`src/hdl/spcm_pkg.sv`:
```
// ----------------------------------------------------------------------------
// spcm_pkg
// Shared widths, codes and control types of the power-cycled moisture sampler.
// ----------------------------------------------------------------------------
package spcm_pkg;

  localparam int unsigned SAMPLE_BITS = 12;
  localparam int unsigned TIME_BITS   = 32;

  localparam int unsigned NOW_BITS  = 32;
  localparam int unsigned ADC_BITS  = 12;
  localparam int unsigned CFG_BITS  = 32;
  localparam int unsigned CFG_ADDR_BITS = 2;
  localparam int unsigned PCT_BITS  = 7;

  // stream words, padded to whole bytes
  localparam int unsigned IN_FIELD_BITS  = NOW_BITS + ADC_BITS;
  localparam int unsigned IN_BITS        = ((IN_FIELD_BITS + 7) / 8) * 8;
  localparam int unsigned OUT_FIELD_BITS = 1 + 2 + 1 + PCT_BITS + 1 + 1;
  localparam int unsigned OUT_BITS       = ((OUT_FIELD_BITS + 7) / 8) * 8;

  // |sample - dry| * 100 fits in SAMPLE_BITS + 7 bits
  localparam int unsigned NUM_BITS = SAMPLE_BITS + PCT_BITS;
  localparam int unsigned CNT_BITS = $clog2(NUM_BITS);

  localparam int unsigned ALU_W0   = (TIME_BITS > CFG_BITS) ? TIME_BITS : CFG_BITS;
  localparam int unsigned ALU_BITS = (ALU_W0 > SAMPLE_BITS + 1) ? ALU_W0 : SAMPLE_BITS + 1;

  localparam logic [CFG_BITS-1:0]    INTERVAL_RST = CFG_BITS'(60000);
  localparam logic [CFG_BITS-1:0]    WARMUP_RST   = CFG_BITS'(1000);
  localparam logic [SAMPLE_BITS-1:0] DRY_RST      = SAMPLE_BITS'(3000);
  localparam logic [SAMPLE_BITS-1:0] WET_RST      = SAMPLE_BITS'(1200);
  localparam logic [PCT_BITS-1:0]    PCT_FULL     = PCT_BITS'(100);
  localparam logic [NUM_BITS-1:0]    NUM_FULL     = NUM_BITS'(100);

  typedef enum logic [CFG_ADDR_BITS-1:0] {
    REG_INTERVAL = 2'd0,
    REG_WARMUP   = 2'd1,
    REG_DRY      = 2'd2,
    REG_WET      = 2'd3
  } cfg_reg_e;

  typedef enum logic [1:0] {
    PH_OFF     = 2'd0,
    PH_PREPARE = 2'd1,
    PH_MEASURE = 2'd2,
    PH_TURNOFF = 2'd3
  } phase_e;

  typedef enum logic [3:0] {
    ST_IDLE,
    ST_TDIFF,
    ST_TCMP,
    ST_NSGN,
    ST_NMAG,
    ST_DSGN,
    ST_DMAG,
    ST_DIV,
    ST_FIN,
    ST_OUT
  } seq_state_e;

  // operand pair fed to the shared subtractor
  typedef enum logic [2:0] {
    OPN_TIME,
    OPN_TCMP,
    OPN_NSGN,
    OPN_NMAG,
    OPN_DSGN,
    OPN_DMAG,
    OPN_DIV
  } opnd_e;

  typedef struct packed {
    logic   in_ready;
    logic   out_load;
    opnd_e  opnd;
    logic   ld_tdiff;
    logic   ld_tcmp;
    logic   ld_nsgn;
    logic   ld_nmag;
    logic   ld_dsgn;
    logic   ld_dmag;
    logic   div_step;
    logic   finish;
  } seq_ctrl_t;

  typedef struct packed {
    logic   in_valid;
    phase_e phase;
    logic   den_zero;
    logic   cnt_last;
    logic   out_free;
  } seq_stat_t;

  function automatic logic [TIME_BITS-1:0] to_time(input logic [NOW_BITS-1:0] v);
    logic [63:0] w;
    w = 64'(v);
    return w[TIME_BITS-1:0];
  endfunction

endpackage

```
`src/hdl/sensor_power_cycle_moisture_sampler.sv`:
```
// ----------------------------------------------------------------------------
// sensor_power_cycle_moisture_sampler
// Power-cycled soil moisture sampler with dry/wet calibration mapping.
// ----------------------------------------------------------------------------
// Each input word is one poll (time in ms, converter sample); each poll gives
// exactly one output word with the sensor power, phase and the last moisture
// value. One poll is worked through a single shared subtractor under a small
// sequencer, and s_axis_tready is low meanwhile. A poll in the Off or Prepare
// phase takes two subtractor steps for the wrapped time check, a TurnOff poll
// goes straight to the output, and a Measure poll takes four sign/magnitude
// steps, then a restoring division of |sample - dry| * 100 by |wet - dry| at
// one quotient bit per cycle. With equal calibration the division is skipped.
// A finished word waits in the sequencer until the output register has room,
// and the poll is held as long as that register stays full.
// Configuration writes take effect at once.
module sensor_power_cycle_moisture_sampler (
  input  logic                                clk_i,
  input  logic                                rst_ni,
  input  logic                                cfg_we_i,
  input  logic [spcm_pkg::CFG_ADDR_BITS-1:0]  cfg_addr_i,
  input  logic [spcm_pkg::CFG_BITS-1:0]       cfg_wdata_i,
  input  logic                                s_axis_tvalid,
  output logic                                s_axis_tready,
  // now_ms [31:0], adc_sample [43:32]
  input  logic [spcm_pkg::IN_BITS-1:0]        s_axis_tdata,
  output logic                                m_axis_tvalid,
  input  logic                                m_axis_tready,
  // sensor_power [0], phase [2:1], sample_taken [3], moisture_percent [10:4],
  // out_of_range [11], calibration_error [12]
  output logic [spcm_pkg::OUT_BITS-1:0]       m_axis_tdata
);

  localparam int unsigned SB = spcm_pkg::SAMPLE_BITS;
  localparam int unsigned TB = spcm_pkg::TIME_BITS;
  localparam int unsigned AB = spcm_pkg::ALU_BITS;
  localparam int unsigned NB = spcm_pkg::NUM_BITS;
  localparam int unsigned CB = spcm_pkg::CNT_BITS;
  localparam int unsigned PB = spcm_pkg::PCT_BITS;

  spcm_pkg::seq_ctrl_t ctrl;
  spcm_pkg::seq_stat_t stat;

  // configuration
  logic [spcm_pkg::CFG_BITS-1:0] interval_q, warmup_q;
  logic [SB-1:0]                 dry_q, wet_q;

  // sequencer state
  spcm_pkg::phase_e phase_q;
  logic             started_q;
  logic [TB-1:0]    last_q, pon_q;
  logic             taken_q;
  logic [PB-1:0]    pct_q;
  logic             oor_q, cal_q;

  // working registers
  logic [TB-1:0] now_q, tdiff_q;
  logic [SB-1:0] x_q, dmag_q, rem_q;
  logic [NB-1:0] quo_q;
  logic [CB-1:0] cnt_q;
  logic          nneg_q, dneg_q, dzero_q;

  logic                m_valid_q;
  logic [spcm_pkg::OUT_BITS-1:0] m_data_q;

  logic          in_acc, out_free;
  logic [TB-1:0] now_in;
  logic [AB-1:0] alu_a, alu_b, alu_diff;
  logic          alu_borrow;
  logic [SB:0]   rem_sh;
  logic          q_neg;

  assign now_in   = spcm_pkg::to_time(s_axis_tdata[spcm_pkg::NOW_BITS-1:0]);
  assign in_acc   = s_axis_tvalid & ctrl.in_ready;
  assign out_free = !m_valid_q || m_axis_tready;
  assign rem_sh   = {rem_q, quo_q[NB-1]};
  assign q_neg    = nneg_q ^ dneg_q;

  assign stat.in_valid = s_axis_tvalid;
  assign stat.phase    = phase_q;
  assign stat.den_zero = dzero_q;
  assign stat.cnt_last = (cnt_q == CB'(NB - 1));
  assign stat.out_free = out_free;

  spcm_seq u_seq (
    .clk_i  (clk_i),
    .rst_ni (rst_ni),
    .stat_i (stat),
    .ctrl_o (ctrl)
  );

  always_comb begin
    alu_a = '0;
    alu_b = '0;
    unique case (ctrl.opnd)
      spcm_pkg::OPN_TIME: begin
        alu_a = AB'(now_q);
        alu_b = (phase_q == spcm_pkg::PH_OFF) ? AB'(last_q) : AB'(pon_q);
      end
      spcm_pkg::OPN_TCMP: begin
        alu_a = AB'(tdiff_q);
        alu_b = (phase_q == spcm_pkg::PH_OFF) ? AB'(interval_q) : AB'(warmup_q);
      end
      spcm_pkg::OPN_NSGN: begin
        alu_a = AB'(x_q);
        alu_b = AB'(dry_q);
      end
      spcm_pkg::OPN_NMAG: begin
        alu_a = nneg_q ? AB'(dry_q) : AB'(x_q);
        alu_b = nneg_q ? AB'(x_q) : AB'(dry_q);
      end
      spcm_pkg::OPN_DSGN: begin
        alu_a = AB'(wet_q);
        alu_b = AB'(dry_q);
      end
      spcm_pkg::OPN_DMAG: begin
        alu_a = dneg_q ? AB'(dry_q) : AB'(wet_q);
        alu_b = dneg_q ? AB'(wet_q) : AB'(dry_q);
      end
      spcm_pkg::OPN_DIV: begin
        alu_a = AB'(rem_sh);
        alu_b = AB'(dmag_q);
      end
      default: begin
        alu_a = '0;
        alu_b = '0;
      end
    endcase
  end

  spcm_alu u_alu (
    .a_i      (alu_a),
    .b_i      (alu_b),
    .diff_o   (alu_diff),
    .borrow_o (alu_borrow)
  );

  always_ff @(posedge clk_i or negedge rst_ni) begin
    if (!rst_ni) begin
      interval_q <= spcm_pkg::INTERVAL_RST;
      warmup_q   <= spcm_pkg::WARMUP_RST;
      dry_q      <= spcm_pkg::DRY_RST;
      wet_q      <= spcm_pkg::WET_RST;
    end else if (cfg_we_i) begin
      unique case (spcm_pkg::cfg_reg_e'(cfg_addr_i))
        spcm_pkg::REG_INTERVAL: interval_q <= cfg_wdata_i;
        spcm_pkg::REG_WARMUP:   warmup_q   <= cfg_wdata_i;
        spcm_pkg::REG_DRY:      dry_q      <= SB'(cfg_wdata_i);
        spcm_pkg::REG_WET:      wet_q      <= SB'(cfg_wdata_i);
      endcase
    end
  end

  always_ff @(posedge clk_i or negedge rst_ni) begin
    if (!rst_ni) begin
      phase_q   <= spcm_pkg::PH_OFF;
      started_q <= 1'b0;
      last_q    <= '0;
      pon_q     <= '0;
      taken_q   <= 1'b0;
      pct_q     <= '0;
      oor_q     <= 1'b0;
      cal_q     <= 1'b0;
      cnt_q     <= '0;
    end else begin
      if (in_acc) begin
        taken_q <= 1'b0;
        if (!started_q) begin
          started_q <= 1'b1;
          last_q    <= now_in;
          pon_q     <= now_in;
        end
        if (phase_q == spcm_pkg::PH_TURNOFF) begin
          phase_q <= spcm_pkg::PH_OFF;
        end
      end
      if (ctrl.ld_tcmp && !alu_borrow) begin
        if (phase_q == spcm_pkg::PH_OFF) begin
          pon_q   <= now_q;
          phase_q <= spcm_pkg::PH_PREPARE;
        end else begin
          phase_q <= spcm_pkg::PH_MEASURE;
        end
      end
      if (ctrl.ld_dmag) begin
        cnt_q <= '0;
      end
      if (ctrl.div_step) begin
        cnt_q <= cnt_q + 1'b1;
      end
      if (ctrl.finish) begin
        taken_q <= 1'b1;
        last_q  <= now_q;
        phase_q <= spcm_pkg::PH_TURNOFF;
        priority if (dzero_q) begin
          pct_q <= '0;
          oor_q <= 1'b0;
          cal_q <= 1'b1;
        end else if (quo_q == '0) begin
          // truncation toward zero lands on zero without clamping
          pct_q <= '0;
          oor_q <= 1'b0;
          cal_q <= 1'b0;
        end else if (q_neg) begin
          pct_q <= '0;
          oor_q <= 1'b1;
          cal_q <= 1'b0;
        end else if (quo_q > spcm_pkg::NUM_FULL) begin
          pct_q <= spcm_pkg::PCT_FULL;
          oor_q <= 1'b1;
          cal_q <= 1'b0;
        end else begin
          pct_q <= quo_q[PB-1:0];
          oor_q <= 1'b0;
          cal_q <= 1'b0;
        end
      end
    end
  end

  // datapath words, no reset needed
  always_ff @(posedge clk_i) begin
    if (in_acc) begin
      now_q <= now_in;
      x_q   <= SB'(s_axis_tdata[spcm_pkg::NOW_BITS +: spcm_pkg::ADC_BITS]);
    end
    if (ctrl.ld_tdiff) begin
      tdiff_q <= alu_diff[TB-1:0];
    end
    if (ctrl.ld_nsgn) begin
      nneg_q <= alu_borrow;
    end
    if (ctrl.ld_nmag) begin
      quo_q <= NB'(alu_diff[SB-1:0]) * NB'(100);
    end
    if (ctrl.ld_dsgn) begin
      dneg_q  <= alu_borrow;
      dzero_q <= (alu_diff == '0);
    end
    if (ctrl.ld_dmag) begin
      dmag_q <= alu_diff[SB-1:0];
      rem_q  <= '0;
    end
    if (ctrl.div_step) begin
      rem_q <= alu_borrow ? rem_sh[SB-1:0] : alu_diff[SB-1:0];
      quo_q <= {quo_q[NB-2:0], ~alu_borrow};
    end
  end

  always_ff @(posedge clk_i or negedge rst_ni) begin
    if (!rst_ni) begin
      m_valid_q <= 1'b0;
    end else if (ctrl.out_load && out_free) begin
      m_valid_q <= 1'b1;
    end else if (m_axis_tready) begin
      m_valid_q <= 1'b0;
    end
  end

  always_ff @(posedge clk_i) begin
    if (ctrl.out_load && out_free) begin
      m_data_q <= spcm_pkg::OUT_BITS'({cal_q, oor_q, pct_q, taken_q, phase_q,
                                       phase_q != spcm_pkg::PH_OFF});
    end
  end

  assign s_axis_tready = ctrl.in_ready;
  assign m_axis_tvalid = m_valid_q;
  assign m_axis_tdata  = m_data_q;

endmodule

```
`src/hdl/spcm_alu.sv`:
```
// ----------------------------------------------------------------------------
// spcm_alu
// Shared subtractor: difference and borrow, used for time checks, sign and
// magnitude steps and every restoring-division step.
// ----------------------------------------------------------------------------
module spcm_alu (
  input  logic [spcm_pkg::ALU_BITS-1:0] a_i,
  input  logic [spcm_pkg::ALU_BITS-1:0] b_i,
  output logic [spcm_pkg::ALU_BITS-1:0] diff_o,
  output logic                          borrow_o
);

  logic [spcm_pkg::ALU_BITS:0] full;

  assign full     = {1'b0, a_i} - {1'b0, b_i};
  assign diff_o   = full[spcm_pkg::ALU_BITS-1:0];
  assign borrow_o = full[spcm_pkg::ALU_BITS];

endmodule

```
`src/hdl/spcm_seq.sv`:
```
// ----------------------------------------------------------------------------
// spcm_seq
// Sequencer: walks one poll through the subtractor steps and hands the
// finished word to the output register.
// ----------------------------------------------------------------------------
module spcm_seq (
  input  logic                  clk_i,
  input  logic                  rst_ni,
  input  spcm_pkg::seq_stat_t   stat_i,
  output spcm_pkg::seq_ctrl_t   ctrl_o
);

  spcm_pkg::seq_state_e state_q, state_d;

  always_ff @(posedge clk_i or negedge rst_ni) begin
    if (!rst_ni) begin
      state_q <= spcm_pkg::ST_IDLE;
    end else begin
      state_q <= state_d;
    end
  end

  always_comb begin
    state_d = state_q;
    unique case (state_q)
      spcm_pkg::ST_IDLE: begin
        if (stat_i.in_valid) begin
          unique case (stat_i.phase)
            spcm_pkg::PH_OFF,
            spcm_pkg::PH_PREPARE: state_d = spcm_pkg::ST_TDIFF;
            spcm_pkg::PH_MEASURE: state_d = spcm_pkg::ST_NSGN;
            spcm_pkg::PH_TURNOFF: state_d = spcm_pkg::ST_OUT;
          endcase
        end
      end
      spcm_pkg::ST_TDIFF: state_d = spcm_pkg::ST_TCMP;
      spcm_pkg::ST_TCMP:  state_d = spcm_pkg::ST_OUT;
      spcm_pkg::ST_NSGN:  state_d = spcm_pkg::ST_NMAG;
      spcm_pkg::ST_NMAG:  state_d = spcm_pkg::ST_DSGN;
      spcm_pkg::ST_DSGN:  state_d = spcm_pkg::ST_DMAG;
      spcm_pkg::ST_DMAG:  state_d = stat_i.den_zero ? spcm_pkg::ST_FIN : spcm_pkg::ST_DIV;
      spcm_pkg::ST_DIV:   state_d = stat_i.cnt_last ? spcm_pkg::ST_FIN : spcm_pkg::ST_DIV;
      spcm_pkg::ST_FIN:   state_d = spcm_pkg::ST_OUT;
      spcm_pkg::ST_OUT:   state_d = stat_i.out_free ? spcm_pkg::ST_IDLE : spcm_pkg::ST_OUT;
      default:            state_d = spcm_pkg::ST_IDLE;
    endcase
  end

  always_comb begin
    ctrl_o      = '0;
    ctrl_o.opnd = spcm_pkg::OPN_TIME;
    unique case (state_q)
      spcm_pkg::ST_IDLE:  ctrl_o.in_ready = 1'b1;
      spcm_pkg::ST_TDIFF: begin
        ctrl_o.opnd     = spcm_pkg::OPN_TIME;
        ctrl_o.ld_tdiff = 1'b1;
      end
      spcm_pkg::ST_TCMP: begin
        ctrl_o.opnd    = spcm_pkg::OPN_TCMP;
        ctrl_o.ld_tcmp = 1'b1;
      end
      spcm_pkg::ST_NSGN: begin
        ctrl_o.opnd    = spcm_pkg::OPN_NSGN;
        ctrl_o.ld_nsgn = 1'b1;
      end
      spcm_pkg::ST_NMAG: begin
        ctrl_o.opnd    = spcm_pkg::OPN_NMAG;
        ctrl_o.ld_nmag = 1'b1;
      end
      spcm_pkg::ST_DSGN: begin
        ctrl_o.opnd    = spcm_pkg::OPN_DSGN;
        ctrl_o.ld_dsgn = 1'b1;
      end
      spcm_pkg::ST_DMAG: begin
        ctrl_o.opnd    = spcm_pkg::OPN_DMAG;
        ctrl_o.ld_dmag = 1'b1;
      end
      spcm_pkg::ST_DIV: begin
        ctrl_o.opnd     = spcm_pkg::OPN_DIV;
        ctrl_o.div_step = 1'b1;
      end
      spcm_pkg::ST_FIN:   ctrl_o.finish   = 1'b1;
      spcm_pkg::ST_OUT:   ctrl_o.out_load = 1'b1;
      default:            ctrl_o.in_ready = 1'b0;
    endcase
  end

endmodule

```
`config.mk`:
```
export PLATFORM = sky130hd
export DESIGN_NAME = sensor_power_cycle_moisture_sampler
export DESIGN_NICKNAME = d
export VERILOG_FILES = /design/src/hdl/spcm_pkg.sv /design/src/hdl/sensor_power_cycle_moisture_sampler.sv /design/src/hdl/spcm_alu.sv /design/src/hdl/spcm_seq.sv
export SDC_FILE = /design/constraint.sdc
export NUM_CORES = 1
export LEC_CHECK = 0
export ABC_AREA = 1
export BUFFER_PORTS_ARGS = -buffer_cell sky130_fd_sc_hd__buf_2
export CAP_MARGIN = 20
export CORE_UTILIZATION = 46
export DETAILED_ROUTE_END_ITERATION = 10
export GPL_TIMING_DRIVEN = 0
export PLACE_DENSITY = 0.71
export SYNTH_ARGS = -nofsm -noshare
export SYNTH_HDL_FRONTEND = slang
export SYNTH_SLANG_ARGS = --single-unit
```
`constraint.sdc`:
```
create_clock -name clk_i -period 7.4 [get_ports clk_i]
set_input_delay 0.37 -clock clk_i [delete_from_list [all_inputs] [get_ports clk_i]]
set_output_delay 0.37 -clock clk_i [all_outputs]
set_load 0.1 [all_outputs]
```
==> Word level (Yosys, flattened, before mapping) <==
Cells that the tools add are included.
{ "classes": {"add_sub_neg": 2, "n_mul": 1, "order_cmp": 1, "n_eq_ne": 24, "mux": 57, "n_bitwise": 3, "n_reduce_logical": 27} }
{ "op_table": {"columns": ["op", "count"], "rows": [
  ["$mux W32", 9],
  ["$pmux W32 S7", 1],
  ["$pmux W32 S6", 1],
  ["$mux W12", 7],
  ["$mux W19", 2],
  ["$pmux W4 S9", 1],
  ["$sub A32 B32 Y33", 1],
  ["$logic_not A32 Y1", 1],
  ["$mux W7", 4],
  ["$gt A19 B7 Y1 const B", 1],
  ["$logic_not A19 Y1", 1],
  ["$mux W1", 19],
  ["$pmux W3 S6", 1],
  ["$mul A12 B5 Y17 const B", 1],
  ["$eq A4 B3 Y1 const B", 4],
  ["$mux W4", 4],
  ["$pmux W4 S3", 1],
  ["$reduce_and A2 Y1", 6],
  ["$mux W2", 5],
  ["$mux W5", 2],
  ["$reduce_bool A2 Y1", 5],
  ["$eq A3 B3 Y1 const B", 3],
  ["$eq A2 B2 Y1 const B", 4],
  ["$eq A4 B2 Y1 const B", 2],
  ["other kinds (19)", 29]
]} }
{ "totals": {"reg_bits": 310, "input_bits": 87, "output_inout_bits": 18, "elab_cells": 140} }

==> Longest topological paths before layout <==
{ "logic_depth": {"depth_word": 10, "depth_mapped": 34, "depth_no_buf": 33} }

==> Modules after synthesis <==
From an unflattened synthesis, not the netlist that was laid out.
{ "unflattened": {"hier_cells": 2322, "area_unflattened_um2": 18472.7} }
{ "by_module_without_submodules": {"columns": ["module", "n_inst", "cells_each", "area_each_um2", "seq_area_each_um2"], "rows": [
  ["sensor_power_cycle_moisture_sampler", 1, 1708, 15469.8, 8363.0],
  ["spcm_alu", 1, 550, 2611.3, 0.0],
  ["spcm_seq", 1, 64, 391.6, 100.1]
]} }

==> Least setup slack after synthesis <==
Ideal clock, no wire load.
{ "synth_timing": {"path_type": "reg2reg", "startpoint": "register u_seq.state_q[2]", "endpoint": "register quo_q[18] (data pin)", "setup_time_ps": 169, "t_arrival_ps": 5548, "required_ps": 7231, "setup_slack_ps": 1683, "stages_incl_launch_ff": 32, "path_buffers": 1, "period_less_slack_ps": 5717, "path_cell_list": "dfrtp_1 > inv_1 > nor2_1 > nand2_1 > inv_1 > nand2_1 > inv_1 > buf_4 > o21ai_0 > o2111ai_1 > ha_1 > inv_1 > fa_1 > nand2_1 > nand2_1 > nand3_1 > nand2_1 > xnor2_1 > inv_1 > ha_1 > ha_1 > inv_1 > fa_1 > inv_1 > ha_1 > a21oi_1 > o21ai_0 > a21oi_1 > o21ai_0 > nand2_1 > inv_1 > o31ai_1"} }
{ "synth_between": {"elab_chain_len": 9, "word_cells_on_any_way": 22, "cone_classes": "add/sub (1); mul (1); eq/ne (12); mux (6); reduce/logical (2)"} }
{ "synth_lines": {"columns": ["element", "line_no", "text"], "rows": [
  ["start, declared", "spcm_seq.sv:13", "spcm_pkg::seq_state_e state_q, state_d;"],
  ["start signal, assigned", "spcm_seq.sv:17", "state_q <= spcm_pkg::ST_IDLE;"],
  ["start signal, assigned", "spcm_seq.sv:19", "state_q <= state_d;"],
  ["$eq A4 B3 Y1 / $eq A4 B2 Y1 (equally long branches)", "spcm_seq.sv:52", "unique case (state_q)"],
  ["$pmux W3 S6 *", "spcm_seq.sv:52", null],
  ["$eq A3 B3 Y1 / $eq A3 B2 Y1 (equally long branches)", "sensor_power_cycle_moisture_sampler.sv:94", "unique case (ctrl.opnd)"],
  ["$reduce_or A2 Y1 (no source line)", null, null],
  ["$pmux W32 S6", "sensor_power_cycle_moisture_sampler.sv:94", null],
  ["$sub A32 B32 Y33 *", "spcm_alu.sv:15", "assign full = {1'b0, a_i} - {1'b0, b_i};"],
  ["via alu_diff[8]", "sensor_power_cycle_moisture_sampler.sv:67", "logic [AB-1:0] alu_a, alu_b, alu_diff;"],
  ["$mul A12 B5 Y17 *", "sensor_power_cycle_moisture_sampler.sv:233", "quo_q <= NB'(alu_diff[SB-1:0]) * NB'(100);"],
  ["$mux W19 *", "sensor_power_cycle_moisture_sampler.sv:232", "if (ctrl.ld_nmag) begin"],
  ["$mux W19 *", "sensor_power_cycle_moisture_sampler.sv:243", "if (ctrl.div_step) begin"],
  ["end signal, assigned", "sensor_power_cycle_moisture_sampler.sv:233", null],
  ["end signal, assigned", "sensor_power_cycle_moisture_sampler.sv:245", "quo_q <= {quo_q[NB-2:0], ~alu_borrow};"],
  ["end, declared", "sensor_power_cycle_moisture_sampler.sv:58", "logic [NB-1:0] quo_q;"]
]} }
The timed path passes the listed nets; every way through them passes the cells marked *. The select of a mux whose other input is x is not followed.
A chain may end at the register's enable or synchronous reset.

==> Worst setup path after layout <==
{ "layout_timing": {"startpoint": "register u_seq.state_q[1]", "endpoint": "register quo_q[15] (data pin)"} }
Same word-level chain as after synthesis.

==> metrics <==
Layout Area Growth over Synthesis=14.76%; Initial Util=46.53%; Worst-path clk slew=0.06 ns; WS Path Type=flip-flop to flip-flop; Starting DRT DRC Count=1591; Worst EP arrival=7.36 ns; TritonRoute pass-1 iters=8; CTS tree=done; fin. max-slew vios=0; wire per inst=20.32 um; slowest stage delay, CP=0.80 ns; Worst path most repeated cell=nand2_1; Synth Area per Inst=8.334 um2; clock sink count=310; Gate Count Post-Synth=2098; Clock Path Buffers=3; initial antenna violation count=0; Clk Latency, worst-skew pair=0.56 ns; RSZ-0062 raised after global routing=false; fin crit period=7.053 ns; DIE AREA=0.03879 mm2; Hold/Removal Path Class=input pin to flip-flop; drt drc=0; crit share post-route=95.32%; htree depth=2; Synth Register Bits=310; Crit. End Element=flip-flop; DIE HEIGHT=197.0 um; register area share after synthesis=48.40%; PortBufs=97; worst-path fanout max=10; largest net degree at the start of global routing=112; placed wire-length estimate=43240 um; Global Route Usage Sum=29.76%; Die X=197.0 um; Max Cap Viol=0; share of layout cells above drive strength 1=10.61%; vias in the first global route=15260; Mapped Area=0.01748 mm2; dpl ws=0.03073 ns; CTS root buffer=clkbuf_16; antenna cells=0; fin nets=2437; critical path, cell by cell=o21ai_1 -> clkbuf_1 -> buf_1 -> a21oi_1 -> o2111ai_1 -> ha_1 -> nand3_1 -> nand3_1 -> nand2_1 -> nand2_1 -> xor2_1 -> ha_1 -> ha_1 -> inv_1 -> fa_1 -> inv_1 -> ha_1 -> a21oi_1 -> o21ai_0 -> nand3_1 -> nand2_1 -> nand2_1 -> nand3_1 -> nand2_1; antenna-violating nets left=0; Placeable Area=0.03758 mm2; crit start category=flip-flop; final hold vios=0; Warnings, synthesis=0; cts bufs inserted=36; worst setup margin=0.3466 ns; Synth top area share=23.19%; # IOs=105; top post-synthesis cells by area=edfxtp_1, dfrtp_1, nand2_1; Crit path required time=7.71 ns; row count=71; worst-margin pin slew=1.013 ns; CP max stage cell=xor2_1; # setup viols final=0; GPL Wtd Cong=0.9859; first-pass GRT wire length=87720 um; final wirelength=56950 um; status=completed; vias per cell=5.701; setup total negative slack=0 ns; biggest area consumer among synthesized cells=edfxtp_1; Vias=15970; final core utilization=53.39%; most frequent cells in the layout=nand2_1, inv_1, nor2_1, o21ai_0, dfrtp_1; most common cell after layout, fill and taps aside=nand2_1; grt total ovfl=0; Final Skew=0.02565 ns; relative slew slack=32.22%; fmax=141.8 MHz; Distinct cells, synth=51; Filler Cells Inserted=3481
-- metrics by stage --
| stage | std cells | hold slack, ns | area (um2) |
|---|---|---|---|
| 5_1_grt | 2802 | 0.01335 | 20060 |
| 4_1_cts | 2800 | 0.005911 | 20030 |
| 2_1_floorplan | 2100 | 0.07441 | 17490 |
| 6_report | 2802 | 0.02206 | 20060 |
| 3_5_place_dp | 2716 | 0.3498 | 18730 |
| 3_3_place_gp | 2708 | 0.4357 | 18620 |
-- kinds of logic after synthesis --
| kind of cell | after synthesis | share of synthesized area, % |
|---|---|---|
| AO/OA/AOI/OAI | 436 | 15.36 |
| XOR/XNOR | 15 | 0.7514 |
| adder cells (fa/ha/maj) | 87 | 6.526 |
| buffers and inverters | 350 | 7.972 |
| flip-flops | 310 | 48.40 |
| other | 1 | 0.02145 |
| AND/OR/NAND/NOR | 899 | 20.96 |
-- cells in the mapped netlist, drive strengths merged --
cell type and n:
o2111ai 11, nand2 572, a221oi 51, o32ai 1
buf 34, nand3 105, o21bai 6, dfstp 24
nor2 178, conb 1, clkinv 3, o22ai 3
o21ai 173, and3 1, nor4 3, a2111oi 7
nand2b 1, a21oi 94, nor3 16, o21a 1
a32o 7, ha 80, edfxtp 135, xor2 9
clkbuf 52, or2 6, dfrtp 151, xnor2 6
a211oi 3, a21o 1, nand4 10, fa 7
a22o 19, o31ai 2, a31oi 36, o211ai 7
nand3b 7, inv 261, a22oi 14
-- routing by layer --
metal / vias up / global-route usage, % / share of wire, %
li1: 7392 / - / -
met2: 792 / 44.44 / 43
met5: - / 0 / 0
met3: 117 / 6.759 / 10
met4: 0 / 10.62 / 3.4
met1: 7672 / 42.27 / 43
-- registers in the layout, indices dropped and copies added (netlist names), 13 cells and up --
register and count:
m_axis_tdata 13, warmup_q 32, quo_q 19, tdiff_q 32, pon_q 32, interval_q 32
last_q 32, now_q 32
-- worst max-delay path, delay by kind of cell (launching register included) --
| kind | cells | cell delay (ns) |
|---|---|---|
| adder cells (fa/ha/maj) | 5 | 1.84 |
| AO/OA/AOI/OAI | 5 | 1.57 |
| buffers and inverters | 4 | 1.25 |
| XOR/XNOR | 1 | 0.80 |
| flip-flops | 1 | 0.45 |
| AND/OR/NAND/NOR | 9 | 0.89 |
-- cell type report --
cell class,instances,area (um2),share of cell area (%)
Buffer,86,402.9,2.008
Clock buffer,51,1030,5.132
Clock inverter,15,90.09,0.4490
Inverter,264,994.7,4.958
Multi-Input combinational cell,1440,7660,38.18
Sequential cell,310,8463,42.18
Tap cell,511,639.4,3.187
Timing Repair Buffer,125,784.5,3.910
-- final timing paths --
kind / start / slack, ns / cells after the start / to
max: u_seq.state_q[1] / 0.35 / 24 / quo_q[15]
min in group asynchronous: rst_ni / 0.35 / 2 / interval_q[30]
min reg2reg: pct_q[4] / 0.45 / 0 / m_axis_tdata[8]
max reg2reg: u_seq.state_q[1] / 0.35 / 24 / quo_q[15]
min: s_axis_tdata[18] / 0.02 / 1 / now_q[18]
max in group asynchronous: rst_ni / 6.07 / 3 / u_seq.state_q[2]
-- repair_timing --
action	4_1_cts	5_1_grt
resized for setup	1	3
hold endpoints to repair	76	0
setup endpoints to repair	1	4
hold buffers	18	0
pin swaps	0	0
setup buffers	0	1
Power is not shown: default switching activity piles up to over one toggle a cycle in this logic, so the estimate is an artifact.
